### config.mk
export PLATFORM = sky130hd
export DESIGN_NAME = cooperative_task_scheduler_top
export DESIGN_NICKNAME = d
export VERILOG_FILES = /design/src/cts_pkg.sv /design/src/cooperative_task_scheduler_top.sv /design/src/cts_ram.sv /design/src/cts_alu.sv
export SDC_FILE = /design/constraint.sdc
export NUM_CORES = 1
export LEC_CHECK = 0
export BUFFER_PORTS_ARGS = -buffer_cell sky130_fd_sc_hd__buf_4
export CAP_MARGIN = 20
export CORE_ASPECT_RATIO = 0.5
export CORE_UTILIZATION = 52
export DETAILED_ROUTE_END_ITERATION = 10
export GPL_ROUTABILITY_DRIVEN = 0
export GPL_TIMING_DRIVEN = 1
export PLACE_DENSITY = 0.64
export SYNTH_ARGS = -nofsm -noshare
export SYNTH_HDL_FRONTEND = slang
export SYNTH_SLANG_ARGS = --single-unit
### constraint.sdc
create_clock -name clk_i -period 11.8 [get_ports clk_i]
set_clock_uncertainty 0.05 [all_clocks]
set_input_delay 0.59 -clock clk_i [delete_from_list [all_inputs] [get_ports clk_i]]
set_output_delay 0.59 -clock clk_i [all_outputs]
set_load 0.01 [all_outputs]
### src/cts_pkg.sv
// ----------------------------------------------------------------------------
// cts_pkg
// Shared types, codes and constants of the cooperative task scheduler.
// ----------------------------------------------------------------------------
`default_nettype none

package cts_pkg;

  localparam int unsigned TaskSlotsDef = 16;

  localparam int unsigned ModeW  = 2;
  localparam int unsigned TimeW  = 16;
  localparam int unsigned TagW   = 8;
  localparam int unsigned CountW = 8;
  localparam int unsigned EventW = 2;
  localparam int unsigned SlotW  = 5;

  localparam logic [ModeW-1:0] MODE_TICK     = 2'd0;
  localparam logic [ModeW-1:0] MODE_ADD      = 2'd1;
  localparam logic [ModeW-1:0] MODE_DISPATCH = 2'd2;

  localparam logic [EventW-1:0] EV_ADDED = 2'd0;
  localparam logic [EventW-1:0] EV_FULL  = 2'd1;
  localparam logic [EventW-1:0] EV_RUN   = 2'd2;
  localparam logic [EventW-1:0] EV_DONE  = 2'd3;

  localparam logic [CountW-1:0] PendMax = 8'hFF;

  typedef enum logic {
    OP_TICK,
    OP_RUN
  } alu_op_e;

  // one task slot as held in the table memory
  typedef struct packed {
    logic [TimeW-1:0]  delay_left;
    logic [TimeW-1:0]  reload_period;
    logic [CountW-1:0] pending_runs;
    logic [TagW-1:0]   tag;
  } slot_entry_t;

endpackage : cts_pkg

`default_nettype wire

### src/cooperative_task_scheduler_top.sv
// Add: result strobe in the cycle after the transaction, busy stays low.
// Tick: busy while each slot is read and written back; one slot read per cycle.
// Dispatch: each slot visited is read (DRD) then examined (DEX); a one-shot removal
//   moves every later entry down by a read (SRD) and a write (SWR); a done result ends the pass.
// A single slot table memory port pair is shared by all modes; results cannot be stalled.
// Reset clears task_count and control state; table contents are not cleared.
// ----------------------------------------------------------------------------
// cooperative_task_scheduler_top
// Time-triggered cooperative scheduler: slot table in RAM, one update unit
// under a small sequencer, registered result ports.
// ----------------------------------------------------------------------------
`default_nettype none

module cooperative_task_scheduler_top
  import cts_pkg::*;
#(
  parameter int unsigned TASK_SLOTS = TaskSlotsDef
) (
  input  wire logic              clk_i,
  input  wire logic              rst_ni,
  input  wire logic              start,
  output logic                   busy,
  input  wire logic [ModeW-1:0]  mode_i,
  input  wire logic [TimeW-1:0]  delay_i,
  input  wire logic [TimeW-1:0]  period_i,
  input  wire logic [TagW-1:0]   task_tag_i,
  output logic                   result_valid_o,
  output logic [EventW-1:0]      event_res_o,
  output logic [SlotW-1:0]       slot_o,
  output logic [TagW-1:0]        run_tag_o,
  output logic                   last_o
);

  localparam int unsigned IdxW = (TASK_SLOTS > 1) ? $clog2(TASK_SLOTS) : 1;
  localparam int unsigned CntW = $clog2(TASK_SLOTS + 1);
  localparam logic [CntW-1:0]  SlotsMax = CntW'(TASK_SLOTS);
  localparam logic [SlotW-1:0] SlotFull = SlotW'(TASK_SLOTS);

  localparam logic [2:0] ST_IDLE = 3'd0;
  localparam logic [2:0] ST_TICK = 3'd1;
  localparam logic [2:0] ST_DRD  = 3'd2;
  localparam logic [2:0] ST_DEX  = 3'd3;
  localparam logic [2:0] ST_SRD  = 3'd4;
  localparam logic [2:0] ST_SWR  = 3'd5;

  logic [2:0]      state_q, state_d;
  logic [CntW-1:0] count_q, count_d;
  logic [CntW-1:0] idx_q, idx_d;
  logic [CntW-1:0] sh_q, sh_d;
  logic [IdxW-1:0] wi_q, wi_d;
  logic            pv_q, pv_d;

  logic              rv_q, rv_d;
  logic [EventW-1:0] ev_q, ev_d;
  logic [SlotW-1:0]  slot_q, slot_d;
  logic [TagW-1:0]   tag_q, tag_d;
  logic              last_q, last_d;

  logic            we;
  logic [IdxW-1:0] waddr, raddr;
  slot_entry_t     wdata, rdata, alu_out, new_entry;
  alu_op_e         alu_op;
  logic            alu_run, alu_one_shot;
  logic [CntW-1:0] sh_next;

  cts_ram #(
    .WIDTH ($bits(slot_entry_t)),
    .DEPTH (TASK_SLOTS)
  ) u_ram (
    .clk_i   (clk_i),
    .we_i    (we),
    .waddr_i (waddr),
    .wdata_i (wdata),
    .raddr_i (raddr),
    .rdata_o (rdata)
  );

  cts_alu u_alu (
    .op_i       (alu_op),
    .entry_i    (rdata),
    .entry_o    (alu_out),
    .run_o      (alu_run),
    .one_shot_o (alu_one_shot)
  );

  assign sh_next = sh_q + 1'b1;
  assign alu_op  = (state_q == ST_TICK) ? OP_TICK : OP_RUN;

  always_comb begin
    new_entry.delay_left    = delay_i;
    new_entry.reload_period = period_i;
    new_entry.pending_runs  = '0;
    new_entry.tag           = task_tag_i;
  end

  always_comb begin
    state_d = state_q;
    count_d = count_q;
    idx_d   = idx_q;
    sh_d    = sh_q;
    wi_d    = wi_q;
    pv_d    = 1'b0;
    we      = 1'b0;
    waddr   = idx_q[IdxW-1:0];
    wdata   = alu_out;
    raddr   = idx_q[IdxW-1:0];
    rv_d    = 1'b0;
    ev_d    = ev_q;
    slot_d  = slot_q;
    tag_d   = tag_q;
    last_d  = last_q;

    unique case (state_q)
      ST_IDLE: begin
        if (start) begin
          idx_d = '0;
          if (mode_i == MODE_TICK) begin
            state_d = ST_TICK;
          end else if (mode_i == MODE_DISPATCH) begin
            state_d = ST_DRD;
          end else if (mode_i == MODE_ADD) begin
            rv_d   = 1'b1;
            tag_d  = '0;
            last_d = 1'b1;
            if (count_q < SlotsMax) begin
              we      = 1'b1;
              waddr   = count_q[IdxW-1:0];
              wdata   = new_entry;
              count_d = count_q + 1'b1;
              ev_d    = EV_ADDED;
              slot_d  = SlotW'(count_q);
            end else begin
              ev_d   = EV_FULL;
              slot_d = SlotFull;
            end
          end
        end
      end

      // read slot idx each cycle, write back the previous one
      ST_TICK: begin
        if (pv_q) begin
          we    = 1'b1;
          waddr = wi_q;
        end
        if (idx_q < count_q) begin
          pv_d  = 1'b1;
          wi_d  = idx_q[IdxW-1:0];
          idx_d = idx_q + 1'b1;
        end else if (!pv_q) begin
          state_d = ST_IDLE;
        end
      end

      ST_DRD: begin
        if (idx_q < count_q) begin
          state_d = ST_DEX;
        end else begin
          rv_d    = 1'b1;
          ev_d    = EV_DONE;
          slot_d  = '0;
          tag_d   = '0;
          last_d  = 1'b1;
          state_d = ST_IDLE;
        end
      end

      ST_DEX: begin
        if (alu_run) begin
          rv_d   = 1'b1;
          ev_d   = EV_RUN;
          slot_d = SlotW'(idx_q);
          tag_d  = rdata.tag;
          last_d = 1'b0;
          if (alu_one_shot) begin
            sh_d    = idx_q;
            state_d = ST_SRD;
          end else begin
            we      = 1'b1;
            idx_d   = idx_q + 1'b1;
            state_d = ST_DRD;
          end
        end else begin
          idx_d   = idx_q + 1'b1;
          state_d = ST_DRD;
        end
      end

      // compaction: move entry sh+1 down to sh
      ST_SRD: begin
        raddr = sh_next[IdxW-1:0];
        if (sh_next < count_q) begin
          state_d = ST_SWR;
        end else begin
          count_d = count_q - 1'b1;
          idx_d   = idx_q + 1'b1;
          state_d = ST_DRD;
        end
      end

      ST_SWR: begin
        we      = 1'b1;
        waddr   = sh_q[IdxW-1:0];
        wdata   = rdata;
        sh_d    = sh_next;
        state_d = ST_SRD;
      end

      default: state_d = ST_IDLE;
    endcase
  end

  always_ff @(posedge clk_i or negedge rst_ni) begin
    if (!rst_ni) begin
      state_q <= ST_IDLE;
      count_q <= '0;
      idx_q   <= '0;
      sh_q    <= '0;
      wi_q    <= '0;
      pv_q    <= 1'b0;
      rv_q    <= 1'b0;
    end else begin
      state_q <= state_d;
      count_q <= count_d;
      idx_q   <= idx_d;
      sh_q    <= sh_d;
      wi_q    <= wi_d;
      pv_q    <= pv_d;
      rv_q    <= rv_d;
    end
  end

  always_ff @(posedge clk_i) begin
    ev_q   <= ev_d;
    slot_q <= slot_d;
    tag_q  <= tag_d;
    last_q <= last_d;
  end

  assign busy           = (state_q != ST_IDLE);
  assign result_valid_o = rv_q;
  assign event_res_o    = ev_q;
  assign slot_o         = slot_q;
  assign run_tag_o      = tag_q;
  assign last_o         = last_q;

endmodule : cooperative_task_scheduler_top

`default_nettype wire

### src/cts_ram.sv
// ----------------------------------------------------------------------------
// cts_ram
// Generic single-write, single-read RAM with registered read data.
// ----------------------------------------------------------------------------
`default_nettype none

module cts_ram #(
  parameter int unsigned WIDTH = 8,
  parameter int unsigned DEPTH = 16,
  localparam int unsigned AddrW = (DEPTH > 1) ? $clog2(DEPTH) : 1
) (
  input  wire logic             clk_i,
  input  wire logic             we_i,
  input  wire logic [AddrW-1:0] waddr_i,
  input  wire logic [WIDTH-1:0] wdata_i,
  input  wire logic [AddrW-1:0] raddr_i,
  output logic      [WIDTH-1:0] rdata_o
);

  logic [WIDTH-1:0] mem_q [DEPTH];

  always_ff @(posedge clk_i) begin
    if (we_i) begin
      mem_q[waddr_i] <= wdata_i;
    end
    rdata_o <= mem_q[raddr_i];
  end

endmodule : cts_ram

`default_nettype wire

### src/cts_alu.sv
// ----------------------------------------------------------------------------
// cts_alu
// Shared slot update unit: tick countdown/reload or run bookkeeping.
// ----------------------------------------------------------------------------
`default_nettype none

module cts_alu
  import cts_pkg::*;
(
  input  wire alu_op_e     op_i,
  input  wire slot_entry_t entry_i,
  output slot_entry_t      entry_o,
  output logic             run_o,
  output logic             one_shot_o
);

  always_comb begin
    entry_o    = entry_i;
    run_o      = (entry_i.pending_runs != '0);
    one_shot_o = (entry_i.reload_period == '0);
    unique case (op_i)
      OP_TICK: begin
        if (entry_i.delay_left != '0) begin
          entry_o.delay_left = entry_i.delay_left - 1'b1;
        end else begin
          entry_o.delay_left = entry_i.reload_period;
          if (entry_i.pending_runs != PendMax) begin
            entry_o.pending_runs = entry_i.pending_runs + 1'b1;
          end
        end
      end
      OP_RUN: begin
        if (run_o) begin
          entry_o.pending_runs = entry_i.pending_runs - 1'b1;
        end
      end
      default: entry_o = entry_i;
    endcase
  end

endmodule : cts_alu

`default_nettype wire

Word-level counts from Yosys, hierarchy flattened
Memory sizes are Yosys's and may differ from the RTL's. A register that Yosys moved wholly into a read port is not among the register bits.
Index checks and enable logic that the tools add are counted.
{"block": "classes", "n_mux": 97, "n_lt_le_gt_ge": 3, "n_addsub": 7, "reduce_logical": 16, "eq_ne": 22}
{"op": "48-bit two-way mux", "count": 5}
{"op": "5-bit two-way mux", "count": 20}
{"op": "48-bit one-hot mux with 2 select lines", "count": 1}
{"op": "8-bit two-way mux", "count": 9}
{"op": "16-bit two-way mux", "count": 2}
{"op": "4-bit two-way mux", "count": 7}
{"op": "1-bit two-way mux", "count": 26}
{"op": "3-bit two-way mux", "count": 8}
{"op": "8-bit one-hot mux with 3 select lines", "count": 1}
{"op": "2-bit != test (second input constant)", "count": 11}
{"op": "5-bit one-hot mux with 2 select lines", "count": 2}
{"op": "5-bit one-hot mux with 4 select lines", "count": 1}
{"op": "3-bit one-hot mux with 6 select lines", "count": 1}
{"op": "16-bit zero test", "count": 1}
{"op": "8-bit one-hot mux with 2 select lines", "count": 1}
{"op": "16-bit nonzero test", "count": 1}
{"op": "16-bit by 1-bit subtractor with 16-bit output (second input constant)", "count": 1}
{"op": "5-bit by 1-bit adder with 5-bit output (second input constant)", "count": 3}
{"op": "5-bit one-hot mux with 3 select lines", "count": 1}
{"op": "2-bit two-way mux", "count": 7}
{"op": "7-bit AND reduction", "count": 2}
{"op": "4-bit one-hot mux with 3 select lines", "count": 1}
{"op": "5-bit < comparator", "count": 2}
{"op": "8-bit by 1-bit adder with 8-bit output (second input constant)", "count": 1}
{"op": "24 further kinds", "count": 30}
{"block": "totals", "n_memories": 1, "word_cells": 157, "inputBits": 45, "register_bits": 40, "mem_bits_rw": 768}
{"memory": "u_ram.mem_q", "depth": 16, "word_bits": 48, "rd": 1, "rd_clocked_by_memory_dff": 1, "write_ports": 1, "line_no": "cts_ram.sv:20", "source": "logic [WIDTH-1:0] mem_q [DEPTH];"}

Depth between registers and ports, before layout
{"block": "logic_depth", "depth_word": 10, "ltp_mapped": 12, "mapped_depth_nobuf": 9}

Modules after synthesis
From an unflattened synthesis, not the netlist that was laid out.
{"block": "unflattened", "cells_unflattened": 1824, "hier_area_um2": 34381.7}
{"mod": "cts_ram", "instances": 1, "cells_each": 1242, "area_per_inst_um2": 29691.0}
{"mod": "cooperative_task_scheduler_top", "instances": 1, "cells_each": 376, "area_per_inst_um2": 3314.4}
{"mod": "cts_alu", "instances": 1, "cells_each": 206, "area_per_inst_um2": 1376.3}

Worst setup path after synthesis
OpenSTA, ideal clock, no wires.
{"block": "synth_timing", "path_kind": "register -> register", "start": "reg state_q[0]", "end": "mem u_ram.mem_q[2][0] in the netlist's numbering, enable pin", "setup_time_ns": 0.454, "stages_incl_launch_ff": 9, "slack_ns": 7.378, "required_time_ns": 11.296, "arrival_time_ns": 3.918, "cell_sequence": "dfrtp_1 or3_1 buf_2 nor4_4 buf_2 nor3b_1 a211o_1 nand2b_4 nor2_1"}
{"block": "synth_between", "elab_chain_len": 4}
{"element": "start, declared", "line_no": "cooperative_task_scheduler_top.sv:46", "source": "logic [2:0] state_q, state_d;"}
{"element": "start signal, assigned", "line_no": "cooperative_task_scheduler_top.sv:223", "source": "state_q <= state_d;"}
{"element": "3-bit == test (tied with other cells)", "line_no": "cooperative_task_scheduler_top.sv:113", "source": "unique case (state_q)"}
{"element": "1-bit one-hot mux with 4 select lines", "line_no": "cooperative_task_scheduler_top.sv:113"}
{"element": "1-bit two-way mux", "line_no": "cts_ram.sv:23", "source": "if (we_i) begin"}
{"element": "1-bit two-way mux (implied by the code)", "line_no": "cts_ram.sv:24", "source": "mem_q[waddr_i] <= wdata_i;"}
{"element": "end, declared", "line_no": "cts_ram.sv:20"}
Parallel ways exist; a longest one is shown, timed or not.

Worst setup path in the final report
{"block": "layout_timing", "start": "reg state_q[0]", "end": "mem u_ram.mem_q[0][28] in the netlist's numbering, enable pin"}
Same word-level chain as after synthesis.

==> impl_metrics.py <==
metrics = {
    "cts": {
        "clock_insertion_delay_worst_skew_ns": 0.64,
        "cts_tree": "built",
        "clkSinkCount": 856,
        "clock_tree.buffer_depth": 3,
        "cts_resized": 0,
        "cts_inserted_buffers": 75,
        "h-tree-depth": 3,
        "clk_pin_slew_worst_paths_ns": 0.07,
        "ctsRootBufferMaster": "clkbuf_16",
    },
    "yosys": {
        "post_synth_inst_count": 2187,
        "synth_edf_count": 784,
        "postSynth.asyncResetShare_pct": 2.80,
        "netlist.area_leader.share_pct": 65.7,
        "cell_with_the_most_instances_after_synthesis": "edfxtp_1",
        "synth_ff_type": "edfxtp_1",
        "synth.distinct_cells": 69,
        "yosysSeqAreaShare_pct": 70.1,
        "yosys_register_bits": 856,
        "synth_common_cells": "edfxtp_1, mux2i_1, nand2_1",
        "syn-num-nets": 2251,
        "synthesis.yosys.warnings": 0,
        "yosysTopAreaCell": "edfxtp_1",
        "synth_area_leaders": "edfxtp_1, mux2i_1, dfxtp_1, dfrtp_1, nand2_1",
        "per_instance_average_area_after_synthesis_um2": 16.4,
        "area_of_the_mapped_netlist_mm2": 0.0358,
    },
    "placement": {
        "dp.cells": 3076,
        "detailed_place.area_mm2": 0.0373,
        "dpl.hpwl_mm": 43.0,
        "port-buffer-count": 62,
    },
    "pwr": {
        "power_leakage_nw": 17.1,
        "ir_drop_v": 0.000188,
        "pwr_density_cell_mw_per_mm2": 227,
        "total_power_mw": 9.05,
    },
    "global_routing": {
        "maximum_number_of_pins_on_one_net_before_global_route_repair": 139,
        "wire_length_of_the_first_global_routing_pass_mm": 119,
        "antenna_found_initial": 0,
        "groute.layer.met2.usage_pct": 34.4,
        "global_route.overflow_total": 0,
        "groute.layer.met1.usage_pct": 35.6,
        "busiest_layer": "met1",
        "m3_gr_usage_pct": 3.43,
        "grt_pass1_vias": 18500,
        "grt_use_total_pct": 23.1,
    },
    "route": {
        "drt-wirelength-per-cell_um": 25.0,
        "detail_route.drc_violations": 0,
        "firstDrtPassIters": 5,
        "drt-total-wl_mm": 80.5,
        "drt-initial-drc-count": 1694,
        "via_per_inst": 5.90,
        "route.antenna.remaining_nets": 0,
        "detailroute.via_count": 19008,
    },
    "die": {
        "floorplan.rows": 67,
        "design.core.area_mm2": 0.0675,
        "floorplan.io_pins": 63,
        "initial_utilization_pct": 53.1,
        "dieHeight_um": 188,
        "die_width_um": 373,
        "dieArea_mm2": 0.0700,
    },
    "layout": {
        "finish.cell_count_without_fillers": 3220,
        "post_route_cells_drive_above_1_share_pct": 11.6,
        "area_of_combinational_cells_with_multiple_inputs_mm2": 0.0102,
        "design.final.nets": 2326,
        "seq_area_mm2": 0.0251,
        "area_delta_synth_final_pct": 11.2,
        "finished_cell_area_mm2": 0.0398,
        "fill_cells": 5029,
        "antenna-diode-count": 0,
    },
    "critical_path": {
        "worst_r2r_path_depth": 8,
        "timing.critical_path.required_ns": 12.02,
        "timing.critical_path.mode_cell": "buf_4",
        "rr_startpoint": "state_q[0]",
        "max_stage_delay_ns": 0.70,
        "worstPathBufferInverterCount": 2,
        "crit_path_end": "u_ram.mem_q[0][28]",
        "worst-path-max-fanout": 57,
        "crit_path_kind": "flop to flop",
        "timing.critical_path.cells": "or3_1 > nor4_4 > buf_4 > nor3_1 > or4_1 > nand2b_1 > nor2_4 > buf_4",
        "timing.critical_path.max_delay_family": "simple AND/OR/NAND/NOR gates",
        "crit_cells": 8,
        "worst_ep_arrival_time_ns": 5.16,
        "cp-end-kind": "flop",
        "regToRegSetupSlack_ns": 6.86,
        "critical-path-slowest-cell": "nor2_4",
        "crit_path_launch": "state_q[0]",
        "startpoint_type": "flop",
        "crit-reg2reg-capture": "u_ram.mem_q[0][28]",
    },
    "timing": {
        "finalSetupViolations": 0,
        "unrepaired_setup_endpoints_after_global_routing": "no",
        "clock.fmax_mhz": 202,
        "whs_ns": 0.262,
        "tightest_slew_ns": 1.16,
        "finalCritPeriodShare_pct": 41.9,
        "timing_hold_violations_final": 0,
        "tns_ns": 0,
        "pins_over_their_slew_limit": 0,
        "period_needed_ns": 4.94,
        "max_slew_margin_pct": 22.6,
    },
    "status": {
        "run_status": "finished, final reports clean",
    },
    "flow_run": {
        "maxCapViolCount": 0,
    },
    "worst_hold_path": {
        "worstHoldPathType": "input port to flop",
    },
}
[repair_timing]
action	in CTS	in global routing
hold endpoints to repair	24	0
setup buffers	0	0
setup endpoints to repair	0	0
hold buffers	1	0
[flip-flops by register name (all words and copies together), names as in the netlist]
signal,flops
count_q,5
sh_q,5
result_valid_o,1
wi_q,4
idx_q,5
last_o,1
slot_o,5
u_ram.rdata_o,48
pv_q,1
u_ram.mem_q,768
run_tag_o,8
state_q,3
event_res_o,2
[cell families (layout without fill, tap and decap cells)]
kind of cell	count (synthesis)	after routing	synth area share [%]
buffers and inverters	130	266	1.91
AO/OA/AOI/OAI	147	147	2.62
AND/OR/NAND/NOR	293	293	3.95
flip-flops	856	856	70.1
multiplexers	734	734	20.5
adder cells (fa/ha/maj)	19	19	0.685
XOR/XNOR	8	8	0.196
[cells in the final DEF (no fill, tap or decap), types with 4 or more instances in the layout]
cell,count
or3_1,9
mux2_2,4
mux2i_4,4
clkinvlp_4,5
inv_1,13
a21oi_1,37
clkinv_1,6
clkinv_2,14
nand2_1,134
edfxtp_1,784
clkbuf_8,5
a21o_1,5
a31oi_1,7
dfrtp_1,24
dfxtp_1,48
nor2_4,16
nand2b_1,6
mux2i_1,726
nor2_1,32
bufinv_16,6
buf_4,107
clkbuf_1,20
nor4_1,10
nand4_1,8
o31ai_1,6
nand3_1,20
o211ai_1,8
a22oi_1,7
nor3_1,16
xnor2_1,7
o221ai_1,5
nor3b_1,4
and3_1,10
ha_1,18
o21ai_0,37
o21ai_1,6
clkbuf_16,75
[worst min path at each step]
| stage | startpoint | endpoint | cells past startpoint |
|---|---|---|---|
| 6_report | mode_i[0] | state_q[0] | 4 |
| 5_1_grt | mode_i[0] | state_q[0] | 4 |
| 4_1_cts | mode_i[0] | state_q[0] | 4 |
| 3_5_place_dp | wi_q[2] | wi_q[2] | 1 |
| 3_3_place_gp | wi_q[2] | wi_q[2] | 1 |
| 2_1_floorplan | rst_ni | count_q[0] | 0 |
[metrics by stage]
stage	setup WS (ns)	utilization (%)
3_5_place_dp	6.88	55.3
5_1_grt	6.61	59.0
3_3_place_gp	6.98	55.3
2_1_floorplan	7.38	-
4_1_cts	6.84	58.9
6_report	6.86	59.0
[worst register-to-register path, cell delays in order, from the launching register on]
cell	delay (ns)
dfrtp_1	0.63
or3_1	0.58
nor4_4	0.26
buf_4	0.69
nor3_1	0.14
or4_1	0.56
nand2b_1	0.29
nor2_4	0.71
buf_4	0.60
[report_power, final]
group          switching, mW  internal [mW]
combinational           1.43          0.808
sequential             0.241           4.10
clock                   1.12           1.36
total                   2.79           6.26
[area by class of cell]
cell class / count / share of cell area, %
Sequential cell: 856 / 63.1
Clock buffer: 100 / 5.08
Inverter: 17 / 0.167
Tap cell: 897 / 2.82
Multi-Input combinational cell: 1201 / 25.6
Timing Repair Buffer: 111 / 2.19
Clock inverter: 38 / 1.06
[routing by layer]
metal	part of all wire (%)	wire [um]	up-vias
met1	49	39200	9737
met3	5.0	4060	113
met4	1.9	1560	0
met5	0	0	-
li1	-	-	8627
met2	44	35600	531
Note: power is estimated with default switching activity, not from simulation.
